## src/design/axr_pkg.sv

```systemverilog
`timescale 1ns / 1ps
// ----------------------------------------------------------------------------
// Axis-angle rotation package
// Shared constants, the request side-band type and the CORDIC angle steps.
// ----------------------------------------------------------------------------
package axr_pkg;

   localparam int WORD_WIDTH_DEF = 32;
   localparam int NORM_STEPS     = 5;
   localparam int SQRT_STEPS     = 32;
   localparam int DIV_STEPS      = 31;
   localparam int CORDIC_STEPS   = 28;

   localparam logic signed [31:0] ONE_Q30         = 32'sd1073741824;
   localparam logic signed [31:0] PI_Q28          = 32'sd843314857;
   localparam logic signed [31:0] HALF_PI_Q28     = 32'sd421657428;
   localparam logic signed [33:0] CORDIC_GAIN_Q30 = 34'sd652032874;

   typedef struct packed {
      logic                     zero;
      logic                     flip;
      logic [2:0]               neg;
      logic [2:0][31:0]         mag;
      logic signed [31:0]       ang;
   } side_type;

   function automatic logic signed [31:0] atan_step(input int idx);
      logic signed [31:0] v;
      case (idx)
         0: v = 32'sd210828714;
         1: v = 32'sd124459457;
         2: v = 32'sd65760959;
         3: v = 32'sd33381290;
         4: v = 32'sd16755422;
         5: v = 32'sd8385879;
         6: v = 32'sd4193963;
         7: v = 32'sd2097109;
         8: v = 32'sd1048571;
         9: v = 32'sd524287;
         default: v = 32'sd1 <<< (28 - idx);
      endcase
      return v;
   endfunction

endpackage

```

## src/design/axr_div_cell.sv

```systemverilog
`timescale 1ns / 1ps
// ----------------------------------------------------------------------------
// Division cell
// Resolves one quotient bit of each of the three axis divisions by the length.
// ----------------------------------------------------------------------------
module axr_div_cell import axr_pkg::*; #(
   parameter int BIT = 0
) (
   input  logic             clock,
   input  logic             en,
   input  logic [2:0][61:0] up_rem,
   input  logic [2:0][30:0] up_quo,
   input  logic [31:0]      up_div,
   input  side_type         up_side,
   output logic [2:0][61:0] dn_rem,
   output logic [2:0][30:0] dn_quo,
   output logic [31:0]      dn_div,
   output side_type         dn_side
);

   logic [62:0]      div_sh;
   logic [2:0][61:0] rem_in;
   logic [2:0][30:0] quo_in;
   logic [2:0][61:0] rem_ff;
   logic [2:0][30:0] quo_ff;
   logic [31:0]      div_ff;
   side_type         side_ff;

   always_comb begin
      div_sh = 63'(up_div) << BIT;
      for (int k = 0; k < 3; k++) begin
         rem_in[k] = up_rem[k];
         quo_in[k] = up_quo[k];
         if ({1'b0, up_rem[k]} >= div_sh) begin
            rem_in[k] = up_rem[k] - div_sh[61:0];
            quo_in[k] = up_quo[k] | (31'd1 << BIT);
         end
      end
   end

   always_ff @(posedge clock) begin
      if (en) begin
         rem_ff  <= rem_in;
         quo_ff  <= quo_in;
         div_ff  <= up_div;
         side_ff <= up_side;
      end
   end

   assign dn_rem  = rem_ff;
   assign dn_quo  = quo_ff;
   assign dn_div  = div_ff;
   assign dn_side = side_ff;

endmodule

```

## config.mk

```make
export PLATFORM = sky130hd
export DESIGN_NAME = axr_div_cell
export DESIGN_NICKNAME = d
export VERILOG_FILES = /design/src/design/axr_pkg.sv /design/src/design/axr_div_cell.sv
export SDC_FILE = /design/constraint.sdc
export NUM_CORES = 1
export LEC_CHECK = 0
export ABC_AREA = 1
export BUFFER_PORTS_ARGS = -buffer_cell sky130_fd_sc_hd__buf_2
export CAP_MARGIN = 10
export CORE_AREA = 2 2 343 345
export DETAILED_ROUTE_END_ITERATION = 12
export DIE_AREA = 0 0 345 347
export PLACE_DENSITY_LB_ADDON = 0.3
export SETUP_SLACK_MARGIN = 0.15
export SYNTH_ARGS = -nofsm -noshare
export SYNTH_HDL_FRONTEND = slang
export SYNTH_SLANG_ARGS = --single-unit
```

## constraint.sdc

```tcl
create_clock -name clock -period 3.24 [get_ports clock]
set_input_delay 0.162 -clock clock [delete_from_list [all_inputs] [get_ports clock]]
set_output_delay 0.162 -clock clock [all_outputs]
set_load 0.01 [all_outputs]
```

==> impl_metrics.toml <==
[status]
status = "completed"

[job]
cap_violations = 0

[synthesis]
synthFlopType = "edfxtp_1"
synthesis.nets = 3994
synth_area_leaders = "edfxtp_1, nand2_1, inv_1, nor2_1, ha_1"
synth.most_common_cell = "nand2_1"
yosys_warnings = 0
yosysSeqAreaShare_pct = 49.22
yosysTopAreaCell = "edfxtp_1"
synth_cell_type_count = 31
synth-edff-count = 444
avgSynthCellArea_um2 = 7.854
syn_area_um2 = 27090
syn_inst = 3449
yosys-top-cells-count = "nand2_1, inv_1, edfxtp_1"
yosys_register_bits = 444
synth_top_area_share_pct = 49.22
async_flop_share_pct = 0

[placed_design]
portBuffers = 889
dpl.cell_count = 5860
dp_hpwl_mm = 132.2
place_area_um2 = 33520
globalplace.congestion = 0.9597
place_ws_ns = 0.2304

[critical_path]
path_class = "in -> reg"
worstPathArrival_ns = 3.37
crit_path_start_kind = "primary input"
critPathRequiredTime_ns = 3.75
critPathMaxFanout = 18
end_kind = "register"

[sta]
post-route-period-util_pct = 88.21
setup_violations = 0
max_freq_mhz = 349.9
holdWs_ns = 0.07531
slew_violations = 0
finalCriticalPeriod_ns = 2.858
hold_viol = 0
fin_ws_ns = 0.3820
worst_slew_pin_slew_ns = 0.6803
rsz0062_at_grt = "no"
relSlewSlack_pct = 54.17
fin_setup_tns_ns = 0

[detailed_routing]
vias = 28940
ant_nets = 0
viasPerCell = 4.494
routedWlPerCell_um = 24.11
drtIter0Drc = 2224
drc = 0
totalWireLength_mm = 155.2
dr.pass1.iters = 6

[power_and_ir_drop]
swShare_pct = 31.44
clkPwrFrac_pct = 38.4
power_mw = 18.88
p_sw_mw = 5.936
p_per_area_nw_per_um2 = 470.6
peakVddDrop_uv = 478.9
pwr-share-seq_pct = 38.4
internal_power_mw = 12.94
p_comb_share_pct = 23.2
p_leak_nw = 19.08

[hold_path]
min-delay-start = "up_rem[32]"
min_to = "dn_rem[32]"
hold_path_depth = 5
hold_path_class = "in -> reg"

[die]
initial_utilization_pct = 23.41
die_h_um = 347
coreArea_um2 = 115700
die_w_um = 345
die_area_um2 = 119700
fp-row-count = 125
num_io_pins = 890

[cts]
clockBufferDepth = 3
clkTransAtPathRegs_ns = 0.06
cts-root-buf = "clkbuf_16"
clock-sinks = 444
cts_setup_buffers = 0
htreeDepth = 2
numCtsBuffers = 58
cts_tree = "done"

[global_routing]
grt-ovfl-total = 0
grt_pass1_wl_mm = 213.0
first_global_vias = 28920
grt_usage_pct = 25.10
grt_max_degree = 103
antenna_found_initial = 75

[finish]
layoutNonFillerInstCount = 6439
area_delta_synth_final_pct = 48.10
utilization_pct = 34.66
final_net_count = 5382
design_area_um2 = 40120
drive_above_1_share_pct = 23.04
## timing repair
action	CTS	global route
endpoints found under the setup margin	0	3
gates resized for setup	0	1
endpoints found under the hold margin	458	0
hold buffers	441	0
## cells by family (layout without fill, tap and decap cells)
family / Yosys count / in the layout / synth area share, %
fa+ha+maj: 99 / 99 / 4.656
buf+inv: 590 / 2024 / 8.651
simple gates: 2032 / 2032 / 30.22
other cells: 0 / 32 / 0
compound gates: 204 / 204 / 4.670
flops: 444 / 444 / 49.22
xor+xnor: 80 / 80 / 2.586
## worst max-delay path by stage
| stage | startpoint | to | slack, ns | cells after the start |
|---|---|---|---|---|
| 3_3_place_gp | up_div[0] | dn_quo[62] | 0.24 | 16 |
| 4_1_cts | up_div[0] | dn_rem[141] | 0.41 | 19 |
| 5_1_grt | up_div[0] | dn_rem[142] | 0.21 | 19 |
| 2_1_floorplan | up_rem[0] | dn_rem[51] | 1.06 | 18 |
| 3_5_place_dp | up_div[0] | dn_quo[62] | 0.23 | 16 |
| 6_report | up_div[0] | dn_rem[141] | 0.38 | 19 |
## power by group through the flow
stage	Clock [mW]	Sequential, mW	Combinational (mW)
6_report	7.25	7.25	4.38
5_1_grt	7.66	7.29	4.72
4_1_cts	7.45	7.26	4.38
3_5_place_dp	0	7.37	3.86
3_3_place_gp	0	7.37	3.86
2_1_floorplan	0	7.58	1.47
## cell type report
cell class / instances / area, um2
fill: 12420 / 75620
clock inverter: 43 / 610.6
sequential: 444 / 13330
multi-input combinational: 2415 / 11410
clock buffer: 63 / 1491
inverter: 561 / 2106
timing repair buffer: 1357 / 9179
antenna: 32 / 80.08
tap: 1524 / 1907
## registers in the layout (all words and copies together), names as in the netlist
name and cells:
dn_div 32, dn_quo 93, dn_rem 186, dn_side 133
## routing by layer
layer  vias up  share of wire, %  GRT usage, %
met5         -              0.10             0
met4        26               4.9         11.19
met3       327               6.7         5.293
met2      1175                50         45.19
met1     13630                38         28.44
li1      13770                 -             -
## cells in the final DEF (no fill, tap or decap), types with 4 or more instances in the layout
master | synthesis | layout
bufinv_16 | 0 | 13
clkinvlp_4 | 0 | 4
dlygate4sd3_1 | 0 | 441
buf_2 | 13 | 887
nand3b_1 | 18 | 18
inv_2 | 24 | 24
nor4_1 | 5 | 5
or2_2 | 8 | 8
ha_1 | 96 | 96
nor3_1 | 40 | 40
diode_2 | 0 | 32
clkbuf_1 | 0 | 4
a21oi_1 | 105 | 105
nand2_1 | 1331 | 1331
nor2_2 | 15 | 15
nor2_1 | 385 | 385
nand3_1 | 176 | 176
nand2_2 | 14 | 14
buf_4 | 2 | 19
clkinv_1 | 2 | 11
edfxtp_1 | 444 | 444
o21ai_0 | 27 | 27
clkbuf_16 | 0 | 59
buf_12 | 0 | 8
clkinv_2 | 0 | 10
a21oi_2 | 51 | 51
and3_1 | 4 | 4
nand4_1 | 27 | 27
inv_1 | 535 | 535
xor2_1 | 80 | 80
o21bai_1 | 15 | 15
## critical path: stages
cell and delay, ns:
dlygate4sd3_1 0.54, clkbuf_4 0.26, ha_1 0.19, inv_1 0.11
fa_1 0.45, nand3_1 0.12, nand3_2 0.10, nand2_1 0.08
nand2_1 0.08, nand2_1 0.11, nand2_2 0.10, nand2_1 0.08
nand2_1 0.17, nand2_1 0.13, nand2_2 0.09, inv_2 0.12
buf_4 0.25, nand2_1 0.08, nand2_1 0.12
(Power assumes the default switching activity.)
