===== config.mk =====
export PLATFORM = sky130hd
export DESIGN_NAME = axr_cordic_cell
export DESIGN_NICKNAME = d
export VERILOG_FILES = /design/src/design/axr_pkg.sv /design/src/design/axr_cordic_cell.sv
export SDC_FILE = /design/constraint.sdc
export NUM_CORES = 1
export LEC_CHECK = 0
export BUFFER_PORTS_ARGS = -buffer_cell sky130_fd_sc_hd__buf_2
export CAP_MARGIN = 20
export CORE_AREA = 2 2 180 182
export DETAILED_ROUTE_END_ITERATION = 10
export DIE_AREA = 0 0 182 184
export GPL_ROUTABILITY_DRIVEN = 0
export HOLD_SLACK_MARGIN = 0.02
export PLACE_DENSITY = 0.73
export SLEW_MARGIN = 40
export SYNTH_ARGS = -nofsm -noshare
export SYNTH_HDL_FRONTEND = slang
export SYNTH_SLANG_ARGS = --single-unit

===== constraint.sdc =====
create_clock -name clock -period 4.8 [get_ports clock]
set_clock_uncertainty 0.2 [all_clocks]
set_input_delay 0.24 -clock clock [delete_from_list [all_inputs] [get_ports clock]]
set_output_delay 0.24 -clock clock [all_outputs]
set_load 0.005 [all_outputs]

===== src/design/axr_pkg.sv =====
`timescale 1ns / 1ps
// ----------------------------------------------------------------------------
// Axis-angle rotation package
// Shared constants, the request side-band type and the CORDIC angle steps.
// ----------------------------------------------------------------------------
package axr_pkg;

   localparam int WORD_WIDTH_DEF = 32;
   localparam int NORM_STEPS     = 5;
   localparam int SQRT_STEPS     = 32;
   localparam int DIV_STEPS      = 31;
   localparam int CORDIC_STEPS   = 28;

   localparam logic signed [31:0] ONE_Q30         = 32'sd1073741824;
   localparam logic signed [31:0] PI_Q28          = 32'sd843314857;
   localparam logic signed [31:0] HALF_PI_Q28     = 32'sd421657428;
   localparam logic signed [33:0] CORDIC_GAIN_Q30 = 34'sd652032874;

   typedef struct packed {
      logic                     zero;
      logic                     flip;
      logic [2:0]               neg;
      logic [2:0][31:0]         mag;
      logic signed [31:0]       ang;
   } side_type;

   function automatic logic signed [31:0] atan_step(input int idx);
      logic signed [31:0] v;
      case (idx)
         0: v = 32'sd210828714;
         1: v = 32'sd124459457;
         2: v = 32'sd65760959;
         3: v = 32'sd33381290;
         4: v = 32'sd16755422;
         5: v = 32'sd8385879;
         6: v = 32'sd4193963;
         7: v = 32'sd2097109;
         8: v = 32'sd1048571;
         9: v = 32'sd524287;
         default: v = 32'sd1 <<< (28 - idx);
      endcase
      return v;
   endfunction

endpackage


===== src/design/axr_cordic_cell.sv =====
`timescale 1ns / 1ps
// ----------------------------------------------------------------------------
// CORDIC cell
// One rotation step of the sine and cosine evaluation.
// ----------------------------------------------------------------------------
module axr_cordic_cell import axr_pkg::*; #(
   parameter int IDX = 0
) (
   input  logic               clock,
   input  logic               en,
   input  logic signed [33:0] up_x,
   input  logic signed [33:0] up_y,
   input  logic signed [31:0] up_z,
   input  side_type           up_side,
   output logic signed [33:0] dn_x,
   output logic signed [33:0] dn_y,
   output logic signed [31:0] dn_z,
   output side_type           dn_side
);

   logic signed [31:0] step;
   logic signed [33:0] x_in;
   logic signed [33:0] y_in;
   logic signed [31:0] z_in;
   logic signed [33:0] x_ff;
   logic signed [33:0] y_ff;
   logic signed [31:0] z_ff;
   side_type           side_ff;

   always_comb begin
      step = atan_step(IDX);
      if (!up_z[31]) begin
         x_in = up_x - (up_y >>> IDX);
         y_in = up_y + (up_x >>> IDX);
         z_in = up_z - step;
      end else begin
         x_in = up_x + (up_y >>> IDX);
         y_in = up_y - (up_x >>> IDX);
         z_in = up_z + step;
      end
   end

   always_ff @(posedge clock) begin
      if (en) begin
         x_ff    <= x_in;
         y_ff    <= y_in;
         z_ff    <= z_in;
         side_ff <= up_side;
      end
   end

   assign dn_x    = x_ff;
   assign dn_y    = y_ff;
   assign dn_z    = z_ff;
   assign dn_side = side_ff;

endmodule


==> results.md, run 1 <==
- Core area: 0.0314 mm2
- NumNets Final: 2312
- Cell chain of the critical path: dlygate4sd3_1, buf_2, inv_1, ha_1, fa_1, nor2b_1, o211ai_1, a2bb2oi_1, a31oi_1, o21a_1, o311ai_0, o311ai_1, xnor2_1
- Most frequent cell after synthesis: edfxtp_1
- Filler cells: 2563
- Total grt overflow: 0
- Routed WL: 51.8 mm
- Critical-path top delay cell: dlygate4sd3_1
- Synth area leaders: edfxtp_1 (48%), ha_1 (11%), a21oi_1 (4.2%), xnor2_1 (4.2%), inv_1 (3.0%)
- Status: finished, final reports clean
- Most used routing layer: met2
- Slew @ Worst Pin: 0.811 ns
- Antenna-violating nets left: 0
- Setup TNS: 0 ns
- Final Util: 61.6%
- Hold WC Path Type: input port to flop
- Pre-Repair DR Iteration Count: 5
- Share of the synthesized area in the top cell type: 48.5%
- Final hold viol count: 0
- CTS resizes: 0
- Max stage delay on crit path: 0.52 ns
- Vias per cell: 5.70
- CP Launch Type: input port
- Num ports: 468
- CTS Sinks: 232
- Final Cycle Share: 71.6%
- Vias in the first global route: 13.0k
- Largest net degree at the start of global routing: 112
- Post-CTS Setup Bufs: 0
- Clk slew on worst S/H paths: 0.06 ns
- Most used DFF post-synth: edfxtp_1
- Met3 GRT Util: 4.93%
- Post-Syn Instances: 1348
- Routed wire per std cell: 21.8 um
- Switch share: 30.0%
- Rel. slew slack: 45.2%
- Die Span Y: 184 um
- Hold Slack: 0.0408 ns
- Hold Path Stages: 3
- Post-synth top area cell: edfxtp_1
- Area delta synth->final: 34.6%
- Remaining DRCs: 0
- Crit path time final: 3.44 ns
- Hold_sp: up_z[26]
- Hold Path End: dn_z[26]$_DFFE_PP_
- Psw: 1810 uW
- Maximum vdd ir drop: 0.000183 V
- Fmax: 291 MHz
- RSZ-0062 raised after global routing: false
- Leak: 0.00855 uW
- Vias post-DR: 13.5k
- Yosys reg bits: 232
- Std cell rows: 65
- Internal: 4230 uW
- Crit Path Category: input port to flop
- Initial Util: 45.8%
- Max H-tree Level: 1
- Tot GR Track Use: 29.4%
- Comb pwr share: 26.9%
- Netlist cell types: 68
- Post-synth net total: 1716
- Ratio of cells with drive above 1 in the final layout: 26.8%
- Final Max Slew Viols: 0
- CP Max Fanout: 6
- HPWL Detailed: 38.6 mm
- Met2 Use GR: 51.4%
- CTS tree: built
- Number of flops mapped to enable cells by yosys: 232
- Worst Slack Setup Final: 1.36 ns
- First-pass GRT wire length: 75.3 mm
- PortBufs: 467
- CTS Buf Count: 24
- Final setup fails: 0
- P per Cell Area: 312 mW/mm2
- Commonest cells post-synth: edfxtp_1 (232), ha_1 (129), a21oi_1 (122)
- CP endpoint kind: flop
- Seq/Total Area, Yosys: 48.5%
- Critical path data arrival time: 3.48 ns
- Met1 Use GR: 34.4%
- Syn avg cell area: 10.7 um2
- DR iter-0 viols: 1382
- Die area: 0.0335 mm2
- Pre-CTS setup slack: 1.13 ns
- Clock buffer depth: 3
- Number of max-cap violations: 0
- Die width: 182 um
- Root buffer cell: clkbuf_16
- Crit path required time: 4.85 ns
- Synth async-reset ratio: 0%
- Antenna violations before repair: 14
- Sequential share of power: 43.5%
- Ys Warns: 0
- Cell area after synthesis: 0.0144 mm2
- Clock power frac: 29.7%
## cell usage in the layout (no fill, tap or decap), types with 9 or more instances in the layout
master / Yosys / routed
buf_2: 1 / 465
a21oi_1: 122 / 122
nor4_1: 9 / 9
and2_1: 10 / 10
o21a_1: 16 / 16
dlygate4sd3_1: 0 / 144
nand2b_1: 17 / 17
and3_1: 9 / 9
edfxtp_1: 232 / 232
nor3_1: 25 / 25
a221oi_1: 9 / 9
xnor2_1: 69 / 69
a211oi_1: 16 / 16
nor2_1: 92 / 92
ha_1: 129 / 129
o31ai_1: 16 / 16
a31oi_1: 17 / 17
a21o_1: 39 / 39
xor2_1: 20 / 20
inv_1: 114 / 113
o21ai_0: 71 / 71
nor2b_1: 14 / 14
nand3_1: 15 / 15
mux2i_1: 11 / 11
nand4_1: 12 / 12
nand2_1: 68 / 68
o21bai_1: 15 / 15
or3_1: 14 / 14
diode_2: 0 / 14
clkbuf_16: 0 / 25
o211ai_1: 21 / 21
## worst max-delay path, delay by kind of cell
kind / cells / cell delay [ns]
AOI/OAI and AO/OA: 6 / 1.62
xor gates and xnor gates: 1 / 0.16
adders and majority gates: 2 / 0.60
buffers and inverters: 3 / 0.70
and+or+nand+nor: 1 / 0.16
## routing by layer
layer  wire [um]  up-vias
met5          13        -
met4        3160        2
met3        4320      187
met2       25600      813
met1       18800     6357
li1            -     6190
## cell families after synthesis
group	Yosys count	share of synthesized area, %
DFF	232	48.5
buffers and inverters	163	4.29
and+or+nand+nor	304	10.3
adders and majority gates	133	11.8
xor gates and xnor gates	89	5.42
muxes	12	0.844
AOI/OAI and AO/OA	415	19.0
## flip-flops by register name, indices dropped and copies added, names as in the netlist
name,count
dn_x,34
dn_side,133
dn_y,33
dn_z,32
## power by group through the flow
stage | clock network, uW | registers (uW) | logic, uW
global placement | 0 | 2660 | 1440
floorplan | 0 | 2670 | 776
finish | 1790 | 2630 | 1620
detailed placement | 0 | 2660 | 1470
CTS | 1800 | 2620 | 1580
global route | 1900 | 2640 | 1750
## through the flow
stage | instances | cell area, um2 | total power, uW
floorplan | 1348 | 14400 | 3440
global placement | 2175 | 17100 | 4100
detailed placement | 2175 | 17100 | 4130
CTS | 2361 | 19300 | 6000
global route | 2376 | 19300 | 6290
finish | 2377 | 19300 | 6040
## area by class of cell
cell class              instances  area [um2]  area share (%)
clock buffers                  30         644            3.33
clock inverters                13        96.3           0.498
diodes                         14        35.0           0.181
repair buffers                618        3880            20.0
inverters                     115         432            2.23
well taps                     402         503            2.60
multi-input cells             953        6790            35.1
flip-flops and latches        232        6970            36.0
## timing repair
action,4_1_cts,5_1_grt
endpoints found under the setup margin,0,0
endpoints found under the hold margin,142,28
hold buffers,143,1
## how the worst max path moves through the flow
stage	from	endpoint	slack (ns)
final	up_y[0]	dn_y[26]$_DFFE_PP_	1.36
after global routing	up_y[0]	dn_y[26]$_DFFE_PP_	1.12
after CTS	up_y[0]	dn_y[26]$_DFFE_PP_	1.43
after detailed placement	up_x[19]	dn_y[29]$_DFFE_PP_	1.13
after global placement	up_z[31]	dn_z[30]$_DFFE_PP_	1.25
after floorplan	up_z[31]	dn_z[30]$_DFFE_PP_	1.06
No activity file was read; power rests on OpenSTA's default activity.
==> inputs of run 2 (changes only) <==
==> constraint.sdc (replaced) <==
create_clock -name clock -period 3.5 [get_ports clock]
set_clock_uncertainty 0.2 [all_clocks]
set_input_delay 0.175 -clock clock [delete_from_list [all_inputs] [get_ports clock]]
set_output_delay 0.175 -clock clock [all_outputs]
set_load 0.005 [all_outputs]
==> run 2 against run 1 <==
Against the previous run: clock power up 44%; via count is 3.7% higher; combinational power up 43%; worst hold slack improved by 0.012 ns; die area stayed put; worst setup slack got worse by 1.3 ns; design area rose by 2.5%; non-clock buffer count rose by 53; clock-buffer cell count shrank 4; total power grew 41%; sequential cell count did not move; critical path type unchanged; critical endpoint is now dn_x[30]$_DFFE_PP_; largest cell class unchanged; largest power group unchanged.
==> results.md, run 2 (synthesis results as in run 1) <==
- P per Cell Area: 429 mW/mm2 (was 312 mW/mm2)
- Crit path time final: 3.39 ns
- Final Max Slew Viols: 0 (unchanged)
- Vias per cell: 5.77 (was 5.70)
- Number of max-cap violations: 0 (unchanged)
- Final setup fails: 0 (unchanged)
- Antenna violations before repair: 16 (was 14)
- Largest net degree at the start of global routing: 90 (was 112)
- Root buffer cell: clkbuf_16 (unchanged)
- Critical path data arrival time: 3.45 ns (was 3.48 ns)
- Clock buffer depth: 3 (unchanged)
- DR iter-0 viols: 1415 (was 1382)
- Post-CTS Setup Bufs: 0 (unchanged)
- Final Util: 63.2% (was 61.6%)
- Commonest non-fill, non-tap cell in the layout: buf_2 (unchanged)
- First-pass GRT wire length: 77.3 mm (was 75.3 mm)
- Ratio of cells with drive above 1 in the final layout: 27.8% (was 26.8%)
- NumNets Final: 2366 (was 2312)
- Routed WL: 53.3 mm (was 51.8 mm)
- Placed instance area: 0.0173 mm2 (was 0.0171 mm2)
- Area delta synth->final: 38.0% (was 34.6%)
- Total grt overflow: 0 (unchanged)
- Vias post-DR: 14.0k (was 13.5k)
- Die Span Y: 184 um (unchanged)
- Tot GR Track Use: 30.1% (was 29.4%)
- Design Area, Final: 0.0198 mm2 (was 0.0193 mm2)
- Leak: 0.00881 uW (was 0.00855 uW)
- Crit Path Category: input port to flop (unchanged)
- Fmax: 295 MHz
- Largest register FFs: 133 (unchanged)
- Maximum vdd ir drop: 0.000256 V (was 0.000183 V)
- Vias in the first global route: 13.4k (was 13.0k)
- RSZ-0062 raised after global routing: false (unchanged)
- Crit path required time: 3.56 ns (was 4.85 ns)
- Max H-tree Level: 1 (unchanged)
- Setup TNS: 0 ns (unchanged)
- Final Cycle Share: 96.9%
- CTS Sinks: 232 (unchanged)
- Hold WC Path Type: input port to flop (unchanged)
- CP Max Fanout: 7 (was 6)
- Core area: 0.0314 mm2 (unchanged)
- HPWL Detailed: 39.4 mm (was 38.6 mm)
- Pre-Repair DR Iteration Count: 6 (was 5)
- Status: finished, final reports clean (unchanged)
- Filler cells: 2496 (was 2563)
- Slew @ Worst Pin: 0.656 ns (was 0.811 ns)
- Commonest cells after routing, fill and taps aside: buf_2 (465), edfxtp_1 (232), dlygate4sd3_1 (167) (was buf_2 (465), edfxtp_1 (232), dlygate4sd3_1 (144))
- Die area: 0.0335 mm2 (unchanged)
- PortBufs: 467 (unchanged)
- Final hold viol count: 0 (unchanged)
- Num ports: 468 (unchanged)
- Die width: 182 um (unchanged)
- Initial Util: 45.8% (unchanged)
- CP Launch Type: input port (unchanged)
- CTS Buf Count: 25 (was 24)
- Std cell rows: 65 (unchanged)
- Clk slew on worst S/H paths: 0.07 ns (was 0.06 ns)
- Antenna-violating nets left: 0 (unchanged)
- Rel. slew slack: 56.3% (was 45.2%)
- CTS tree: built (unchanged)
- CP endpoint kind: flop (unchanged)
- Routed wire per std cell: 21.9 um (was 21.8 um)
- Remaining DRCs: 0 (unchanged)
[run 2: cell count changes in the layout (fill, tap and decap cells not counted), sizes merged]
cell / change
bufinv: +1
dlygate4sd3: +23
clkinv: +3
clkbuf: -4
inv: +1
buf: +30
diode: +2
[run 2: worst paths after layout]
path	depth (start not counted)	from	slack [ns]	to
min	4	up_y[1]	0.05	dn_x[1]$_DFFE_PP_
max	13	up_y[0]	0.11	dn_x[30]$_DFFE_PP_
[run 2: timing repair]
| item | 4_1_cts | 5_1_grt |
|---|---|---|
| endpoints found under the hold margin | 238 | 0 |
| gates resized for setup | 0 | 2 |
| endpoints found under the setup margin | 0 | 1 |
| hold buffers | 167 | 0 |
[run 2: layout make-up]
class                   instances  area, um2  area share, %
clock inverters                18        148          0.744
inverters                     115        432           2.18
diodes                         16       40.0          0.202
clock buffers                  26        629           3.17
flip-flops and latches        232       6970           35.1
repair buffers                671       4320           21.8
well taps                     402        503           2.54
multi-input cells             953       6800           34.3
[run 2: metal layers]
| layer | vias up | wire length, um | track usage [%] |
|---|---|---|---|
| li1 | 6315 | - | - |
| met1 | 6595 | 18800 | 33.8 |
| met2 | 910 | 26300 | 53.5 |
| met3 | 226 | 5010 | 6.79 |
| met4 | 2 | 3210 | 15.7 |
| met5 | - | 11 | 0 |
[run 2: power by group]
group          internal [uW]  switching, uW  leakage, uW
clock                   1460           1130     0.000383
combinational           1010           1310      0.00616
sequential              3470            125      0.00227
total                   5940           2570      0.00881
[run 2: worst max-delay path, stage by stage]
cell and delay [ns]:
dlygate4sd3_1 0.56, buf_2 0.15, ha_1 0.21, fa_1 0.42, nor2b_1 0.17, o21ai_0 0.27
nand3_1 0.17, a21oi_1 0.19, buf_4 0.19, o2111ai_1 0.22, and3_1 0.29, a221oi_1 0.32
xor2_1 0.11
[run 2: metrics by stage]
| step | hold WS (ns) | instances | power (uW) | setup slack (ns) |
|---|---|---|---|---|
| global placement | 0.151 | 2206 | 5680 | 0.171 |
| global route | 0.0529 | 2431 | 8830 | 0.00869 |
| CTS | 0.0208 | 2417 | 8440 | 0.0793 |
| finish | 0.0524 | 2433 | 8500 | 0.109 |
| floorplan | 0.0739 | 1348 | 4720 | 0.156 |
| detailed placement | 0.153 | 2206 | 5720 | 0.186 |
